--- config.mk ---
export PLATFORM = sky130hd
export DESIGN_NAME = mrtl_cell
export DESIGN_NICKNAME = d
export VERILOG_FILES = /design/src/design/mrtl_pkg.sv /design/src/design/mrtl_cell.sv
export SDC_FILE = /design/constraint.sdc
export NUM_CORES = 2
export LEC_CHECK = 0
export ABC_AREA = 1
export BUFFER_PORTS_ARGS = -buffer_cell sky130_fd_sc_hd__buf_2
export CAP_MARGIN = 40
export CORE_ASPECT_RATIO = 0.8
export CORE_MARGIN = 5
export CORE_UTILIZATION = 25
export CTS_CLUSTER_SIZE = 12
export DETAILED_ROUTE_END_ITERATION = 8
export GPL_TIMING_DRIVEN = 1
export PLACE_DENSITY = 0.47
export SLEW_MARGIN = 10
export SYNTH_ARGS = -nofsm -noshare
export SYNTH_HDL_FRONTEND = slang
export SYNTH_SLANG_ARGS = --single-unit
--- constraint.sdc ---
create_clock -name clk -period 21.5 [get_ports clk]
set_input_delay 3.225 -clock clk [delete_from_list [all_inputs] [get_ports clk]]
set_output_delay 3.225 -clock clk [all_outputs]
set_load 0.01 [all_outputs]
--- src/design/mrtl_pkg.sv ---
package mrtl_pkg;

  // Channel and history geometry
  localparam int CHANNELS      = 6;
  localparam int HISTORY_DEPTH = 15;
  localparam int HIST_IDX_W    = $clog2(HISTORY_DEPTH);
  localparam int CH_W          = 3;
  localparam int POS_W         = 4;
  localparam int PLOT_W        = 2;
  localparam int CNT_W         = $clog2(CHANNELS + 1);

  // Field widths
  localparam int SAMPLE_W = 16;
  localparam int VAL_W    = 15;
  localparam int SUM_W    = 18;
  localparam int ABS_W    = SUM_W - 1;

  // Stream packing
  localparam int S_DATA_W  = 104;
  localparam int S_USER_W  = 3;
  localparam int M_DATA_W  = 64;
  localparam int M_USER_W  = 2;
  localparam int RD_CH_LSB = CHANNELS * SAMPLE_W;
  localparam int POS_LSB   = RD_CH_LSB + CH_W;

  // Scaling: value * 7 / 16, truncated toward zero
  localparam int SCALED_W    = SAMPLE_W + 3;
  localparam int SCALE_MUL   = 7;
  localparam int SCALE_SHIFT = 4;
  localparam int SCALE_BIAS  = (1 << SCALE_SHIFT) - 1;

  // Average: sum / 6 as a reciprocal multiply, exact for |sum| < 2**17
  localparam int RECIP_W    = 16;
  localparam logic [RECIP_W-1:0] DIV6_RECIP = 16'd43691;
  localparam int AVG_SHIFT  = 18;
  localparam int PROD_W     = ABS_W + RECIP_W;

  // Tick schedule
  localparam int TICK_W        = 11;
  localparam int TICKS_PER_ADD = 10;
  localparam int ADDS_PER_HOUR = 6;
  localparam int ADDS_PER_DADD = 24;
  localparam int TICKS_PER_DAY = 1440;
  localparam int TEN_W         = $clog2(TICKS_PER_ADD);
  localparam int HADD_W        = $clog2(ADDS_PER_HOUR);
  localparam int DADD_W        = $clog2(ADDS_PER_DADD);

  // Command and history select codes
  localparam logic CMD_TICK = 1'b0;
  localparam logic CMD_READ = 1'b1;
  localparam logic [PLOT_W-1:0] PLOT_MINUTE = 2'd0;
  localparam logic [PLOT_W-1:0] PLOT_HOUR   = 2'd1;
  localparam logic [PLOT_W-1:0] PLOT_DAY    = 2'd2;

  // Control that travels down the pipeline with each item
  typedef struct packed {
    logic              vld;
    logic              cmd;
    logic              add_h;
    logic              add_d;
    logic              push_h;
    logic              push_d;
    logic [PLOT_W-1:0] plot;
    logic [CH_W-1:0]   rd_ch;
    logic [POS_W-1:0]  pos;
  } ctl_t;

  // One result item held in a chain slot
  typedef struct packed {
    logic [CH_W-1:0]         channel;
    logic signed [VAL_W-1:0] minute_value;
    logic                    hour_valid;
    logic signed [VAL_W-1:0] hour_value;
    logic                    day_valid;
    logic signed [VAL_W-1:0] day_value;
    logic signed [VAL_W-1:0] read_value;
    logic                    last;
  } res_t;

endpackage

--- src/design/mrtl_cell.sv ---
module mrtl_cell (
  input  logic                                      clk,
  input  logic                                      rst,
  input  logic [mrtl_pkg::CH_W-1:0]                 ch_id,
  input  logic                                      adv,
  input  logic                                      shift,
  input  mrtl_pkg::ctl_t                            ctl2,
  input  mrtl_pkg::ctl_t                            ctl3,
  input  logic signed [mrtl_pkg::SAMPLE_W-1:0]      sample,
  input  mrtl_pkg::res_t                            read_res,
  input  mrtl_pkg::res_t                            neighbor,
  output mrtl_pkg::res_t                            slot,
  output logic signed [mrtl_pkg::VAL_W-1:0]         rd_entry
);
  import mrtl_pkg::*;

  logic signed [SAMPLE_W-1:0] sample_q;
  logic signed [SCALED_W-1:0] prod7;
  logic signed [SCALED_W-1:0] biased;
  logic signed [VAL_W-1:0]    scaled_q;
  logic signed [VAL_W-1:0]    minute_q;
  logic signed [SUM_W-1:0]    hour_sum;
  logic signed [SUM_W-1:0]    day_sum;
  logic signed [SUM_W-1:0]    total_h;
  logic signed [SUM_W-1:0]    total_d;
  logic                       hsign;
  logic                       dsign;
  logic [ABS_W-1:0]           habs;
  logic [ABS_W-1:0]           dabs;
  logic [PROD_W-1:0]          hprod;
  logic [PROD_W-1:0]          dprod;
  logic signed [VAL_W-1:0]    hq;
  logic signed [VAL_W-1:0]    dq;
  logic signed [VAL_W-1:0]    hv;
  logic signed [VAL_W-1:0]    dv;
  logic signed [VAL_W-1:0]    min_hist  [HISTORY_DEPTH];
  logic signed [VAL_W-1:0]    hour_hist [HISTORY_DEPTH];
  logic signed [VAL_W-1:0]    day_hist  [HISTORY_DEPTH];
  logic [HIST_IDX_W-1:0]      rd_idx;
  logic                       load;
  logic                       tick2;
  logic                       tick3;
  res_t                       own;

  assign load  = adv && ctl3.vld;
  assign tick2 = adv && ctl2.vld && (ctl2.cmd == CMD_TICK);
  assign tick3 = load && (ctl3.cmd == CMD_TICK);

  // Capture the sample with the item
  always_ff @(posedge clk) begin
    if (adv) begin
      sample_q <= sample;
    end
  end

  // Scale by 7/16, rounding toward zero
  assign prod7  = SCALED_W'(sample_q) * SCALED_W'(SCALE_MUL);
  assign biased = prod7[SCALED_W-1] ? prod7 + SCALED_W'(SCALE_BIAS) : prod7;

  always_ff @(posedge clk) begin
    if (adv) begin
      scaled_q <= VAL_W'(biased >>> SCALE_SHIFT);
    end
  end

  // Accumulate sums and split the running totals into sign and magnitude
  assign total_h = hour_sum + (ctl2.add_h ? SUM_W'(scaled_q) : '0);
  assign total_d = day_sum + (ctl2.add_d ? SUM_W'(scaled_q) : '0);

  always_ff @(posedge clk) begin
    if (rst) begin
      hour_sum <= '0;
      day_sum  <= '0;
    end else if (tick2) begin
      if (ctl2.add_h) begin
        hour_sum <= ctl2.push_h ? '0 : total_h;
      end
      if (ctl2.add_d) begin
        day_sum <= ctl2.push_d ? '0 : total_d;
      end
    end
  end

  always_ff @(posedge clk) begin
    if (adv) begin
      minute_q <= scaled_q;
      hsign    <= total_h[SUM_W-1];
      dsign    <= total_d[SUM_W-1];
      habs     <= total_h[SUM_W-1] ? ABS_W'(-total_h) : ABS_W'(total_h);
      dabs     <= total_d[SUM_W-1] ? ABS_W'(-total_d) : ABS_W'(total_d);
    end
  end

  // Divide the magnitudes by six and restore the sign
  assign hprod = PROD_W'(habs) * PROD_W'(DIV6_RECIP);
  assign dprod = PROD_W'(dabs) * PROD_W'(DIV6_RECIP);
  assign hq    = hprod[AVG_SHIFT +: VAL_W];
  assign dq    = dprod[AVG_SHIFT +: VAL_W];
  assign hv    = hsign ? -hq : hq;
  assign dv    = dsign ? -dq : dq;

  // Shift new entries into the histories, oldest at position zero
  always_ff @(posedge clk) begin
    if (rst) begin
      for (int j = 0; j < HISTORY_DEPTH; j++) begin
        min_hist[j]  <= '0;
        hour_hist[j] <= '0;
        day_hist[j]  <= '0;
      end
    end else if (tick3) begin
      for (int j = 0; j < HISTORY_DEPTH - 1; j++) begin
        min_hist[j] <= min_hist[j+1];
      end
      min_hist[HISTORY_DEPTH-1] <= minute_q;
      if (ctl3.push_h) begin
        for (int j = 0; j < HISTORY_DEPTH - 1; j++) begin
          hour_hist[j] <= hour_hist[j+1];
        end
        hour_hist[HISTORY_DEPTH-1] <= hv;
      end
      if (ctl3.push_d) begin
        for (int j = 0; j < HISTORY_DEPTH - 1; j++) begin
          day_hist[j] <= day_hist[j+1];
        end
        day_hist[HISTORY_DEPTH-1] <= dv;
      end
    end
  end

  // Pick the requested entry for a read
  assign rd_idx = HIST_IDX_W'(ctl3.pos);

  always_comb begin
    rd_entry = '0;
    if (int'(ctl3.pos) < HISTORY_DEPTH) begin
      case (ctl3.plot)
        PLOT_MINUTE: rd_entry = min_hist[rd_idx];
        PLOT_HOUR:   rd_entry = hour_hist[rd_idx];
        PLOT_DAY:    rd_entry = day_hist[rd_idx];
        default:     rd_entry = '0;
      endcase
    end
  end

  // Build this channel's tick result
  always_comb begin
    own              = '0;
    own.channel      = ch_id;
    own.minute_value = minute_q;
    own.hour_valid   = ctl3.push_h;
    own.hour_value   = ctl3.push_h ? hv : '0;
    own.day_valid    = ctl3.push_d;
    own.day_value    = ctl3.push_d ? dv : '0;
    own.last         = (ch_id == CH_W'(CHANNELS - 1));
  end

  // Load on a new item, otherwise advance toward the output on a transfer
  always_ff @(posedge clk) begin
    if (load) begin
      slot <= (ctl3.cmd == CMD_READ) ? read_res : own;
    end else if (shift) begin
      slot <= neighbor;
    end
  end

endmodule

# == Word level (Yosys, flattened, before mapping) ==
# Memories as Yosys holds them, arrays and structs flattened.
# Index checks and enable logic that the tools add are counted.
# word_totals
input_bits,185
ramBits,675
out_inout_bits,81
ff_bits,184
mem_count,3
word_cells,164
# mem_list
memory,depth,word_bits,read_ports,rd_clocked_by_memory_dff,write_ports,line_no,rtl
day_hist,15,15,15,0,15,mrtl_cell.sv:38,logic signed [VAL_W-1:0] day_hist [HISTORY_DEPTH];
hour_hist,15,15,15,0,15,mrtl_cell.sv:37,logic signed [VAL_W-1:0] hour_hist [HISTORY_DEPTH];
min_hist,15,15,15,0,15,mrtl_cell.sv:36,logic signed [VAL_W-1:0] min_hist [HISTORY_DEPTH];
# op_classes
bitwise_logic,47
add_sub_neg,7
n_reduce_logical,8
n_mul,3
eq_ne,3
mux,74
order_cmp,1
# ops
cell,n
two-way mux 15 bit,50
two-way mux 66 bit,3
two-way mux 18 bit,5
"multiplier 17 x 16 -> 33 bit, second input constant",2
bitwise OR 1 bit,45
case mux 15 bit (3 select lines),1
adder 18 bit,2
two-way mux 17 bit,2
negation 17 bit,2
negation 15 bit,2
"adder 19 x 5 -> 19 bit, second input constant",1
"multiplier 16 x 4 -> 19 bit, second input constant",1
two-way mux 1 bit,13
logical AND 1 bit,4
"< comparator 4 bit, second input constant",1
AND reduction 2 bit,2
"== test 3 bit, second input constant",1
"== test 2 x 1 -> 1 bit, second input constant",1
"== test 2 bit, second input constant",1
zero test 2 bit,1
NOT 1 bit,2
nonzero test 2 bit,1

# == Longest topological paths before layout ==
# depth
depth_word,6
mapped_depth,32
ltp_nobuf,32

# == Least setup slack after synthesis ==
# Ideal clock, no wire load.
# synth_path
path_type,input port to flip-flop
start,input ctl3[13] (netlist bit)
end,"memory day_hist[0][0], enable pin"
stages,6
setup_ns,1.757
arrival_ns,7.542
t_required_ns,19.743
path_buffers,1
setup_slack_ns,12.201
path_cell_list,clkbuf_1 -> clkinv_1 -> nand2_1 -> inv_1 -> nand2_1 -> nand2_1
# synth_lines
element,line_no,rtl
start: declaration,mrtl_cell.sv:8,"input mrtl_pkg::ctl_t ctl3,"
end: declaration,mrtl_cell.sv:38,

# == Final worst setup path ==
# layout_path
start,input ctl3[0] (netlist bit)
end,output rd_entry[2] (netlist bit)
# layout_via
elab_chain_len,3
elab_cells_between_ends,6
classes_between,order compare (1); mux (2); memory (3)
# layout_rtl
element,line_no,rtl
"memory read (15 x 15 bit), on equally long branches",-,
case mux 15 bit (3 select lines),mrtl_cell.sv:136,case (ctl3.plot)
two-way mux 15 bit *,mrtl_cell.sv:135,if (int'(ctl3.pos) < HISTORY_DEPTH) begin
end: declaration,mrtl_cell.sv:13,output logic signed [mrtl_pkg::VAL_W-1:0] rd_entry
# Mark *: on every way between the ends. The rest lies on a longest branch, timed or not.

==> reports/results.ini <==
[critical_path]
regToRegEndpoint=slot[36]
start_kind=input pin
setup.worst_path.class=input pin to output port
r2r_slack_ps=14500
worstPathRequired_ps=18270
worstPathArrival_ps=7890
rr_worst_depth=26
worstSetupEndpointType=output port
cp_max_fo=165
r2r_start=habs[1]

[clock_network]
cts.sinks=859
cts_buffer_depth=3
cts_tree=done
htreeDepth=3
postCtsSetupBuffers=0
clockRootBuffer=clkbuf_16
clkTransAtPathRegs_ps=60
clock_latency_ps=730
numCtsBuffers=100
ctsResizeCount=0
cts_hold_buffers=0

[sta]
setup_tns_ps=0
setup_violations=0
post-route-period-util_pct=51.69
setup_ws_ps=10390
layout_min_cycle_time_ps=11110
skew_ps=39.08
tightest_slew_ps=1236
rsz0062_at_grt=no
slew_violations=0
max-slew-margin-rel_pct=17.59
hold_violations=0
fmax_ghz=0.08998

[logic_synthesis]
postSynthNetCount=6971
synth-async-reset-ratio_pct=0
syn_avg_cell_area_sq_um=8.749
syn_area_sq_um=54800
synth_cells=6263
muxShareOfSynthArea_pct=0
ys_warn_count=0
synth-main-ff-cell=edfxtp_1
synth_compound_area_share_pct=10.30
synth_cell_type_count=58
synthAdderAreaFrac_pct=14.55
synth_top_family_by_area=simple AND/OR/NAND/NOR gates
synth_xor_area_share_pct=1.694
synth_edf_count=823
yosys.area_share.simple_pct=15.81
ys_seq_area_share_pct=46.42
synth_seq_cells=859

[grt]
grt_max_degree=176
antenna_found_initial=11
grt_pass1_wl_mm=242.9
overflow=0
track_usage_pct=13.56
grt_pass1_vias=39940

[min_path]
hold_start=hour_sum[14]
min_path_cells=2
min_path_type=flop to flop
holdPathEnd=hour_sum[14]

[detailed_routing]
ant_nets=0
wl_per_cell_microns=16.90
drt-total-wl_mm=158.7
firstDrtPassIters=6
drc=0
dr.first_iter.drc_count=3078
vias=41030
routed_via_density=4.369

[placement]
port_buffers=251
place_congestion=0.9022
place_ws_ps=10290
dpl.hpwl_mm=112.9

[run_status]
status=completed

[finish]
final_cell_mix=1,357 x inv_1, 968 x nor2_1, 871 x nand2_1
area_growth_syn_to_layout_pct=14.27
layout_commonest_cell=inv_1
layout-drive-gt1-share_pct=8.359
final_nets=7147

[floorplanning]
io_pins=266
fp-row-count=153
design.core.area_sq_um=217700
initial_core_util_pct=25.17
die_width_microns=533.4
fp.dieH_microns=428.7
dieArea_sq_um=228700

[flow_run]
drv_cap=0

==> flip-flops by register name, indices dropped and copies added (netlist names) <==
name	count
day_hist	225
dabs	17
min_hist	225
sample_q	16
hour_hist	225
slot	66
hour_sum	18
scaled_q	15
day_sum	18
habs	17
minute_q	15
hsign	1
dsign	1
==> how the worst max path moves through the flow <==
stage                        start             end
after global routing       ctl3[0]     rd_entry[2]
after detailed placement   ctl3[0]     rd_entry[2]
final                      ctl3[0]     rd_entry[2]
after floorplan           ctl3[13]  day_hist[0][0]
after global placement     ctl3[0]     rd_entry[2]
after CTS                  ctl3[0]     rd_entry[2]
==> logic make-up (layout without fill, tap and decap cells) <==
group / count (synthesis) / in the layout
xor gates and xnor gates: 100 / 100
buffers and inverters: 1620 / 1877
DFF: 859 / 859
and+or+nand+nor: 2144 / 2144
other: 0 / 6
adders and majority gates: 523 / 523
AOI/OAI and AO/OA: 1017 / 1017
==> stage by stage <==
step           std cells  cell area [sq um]  util, %  hold WS [ps]
2_1_floorplan       6263              54800        -         449.6
3_3_place_gp        9186              59180    27.19         457.6
3_5_place_dp        9204              59440    27.31         463.1
4_1_cts             9387              62600    28.76         472.2
5_1_grt             9388              62600    28.76         485.3
6_report            9393              62610    28.77         471.6
==> worst max-delay path, stage by stage <==
cell,delay (ps)
buf_8,510
buf_4,660
buf_4,720
buf_12,590
a21oi_1,140
o21ai_0,90
a21oi_1,100
o311ai_0,710
nand3_1,450
nand2_1,240
inv_1,60
buf_2,140
==> cell type report <==
cell class                 count  area (sq um)
sequential                   859         25430
tap                         2867          3587
clock buffer                 121          2623
antenna                        6         15.01
clock inverter                62         533.0
fill                       23170        155000
timing repair buffer         322          2003
inverter                    1372          5157
multi-input combinational   3784         23260
==> synthesized netlist by cell type (7+ instances only) <==
library cell	count	share of area, %
nand3_1	147	1.3
xor2_1	77	1.2
buf_2	38	0.35
o211ai_1	35	0.48
nor2_2	11	0.13
nor2_1	969	6.6
xnor2_1	16	0.26
inv_2	8	0.055
a21oi_2	7	0.11
inv_1	1358	9.3
a21oi_1	441	4.0
dfxtp_1	36	1.3
o21ai_1	8	0.073
edfxtp_1	823	45
nor3_1	27	0.25
ha_1	333	7.6
o311ai_0	32	0.51
fa_1	190	6.9
clkbuf_1	186	1.3
o2111ai_1	22	0.35
buf_1	20	0.14
o22ai_1	51	0.58
nand2_1	878	6.0
nand4_1	54	0.62
nand2_2	16	0.18
o21ai_0	366	3.3
nand3b_1	7	0.096
o21bai_1	11	0.15
o221ai_1	10	0.16
==> metal layers <==
| metal | up-vias | track usage, % | share of wire, % |
|---|---|---|---|
| li1 | 20480 | - | - |
| met1 | 19560 | 19.58 | 49 |
| met2 | 825 | 21.26 | 44 |
| met3 | 163 | 2.261 | 4.9 |
| met4 | 4 | 2.969 | 2.1 |
| met5 | - | 0 | 0.014 |
Power is left out: the tool's default activity adds up to more than one toggle a clock period on the data nets, which glitch-free logic cannot reach.
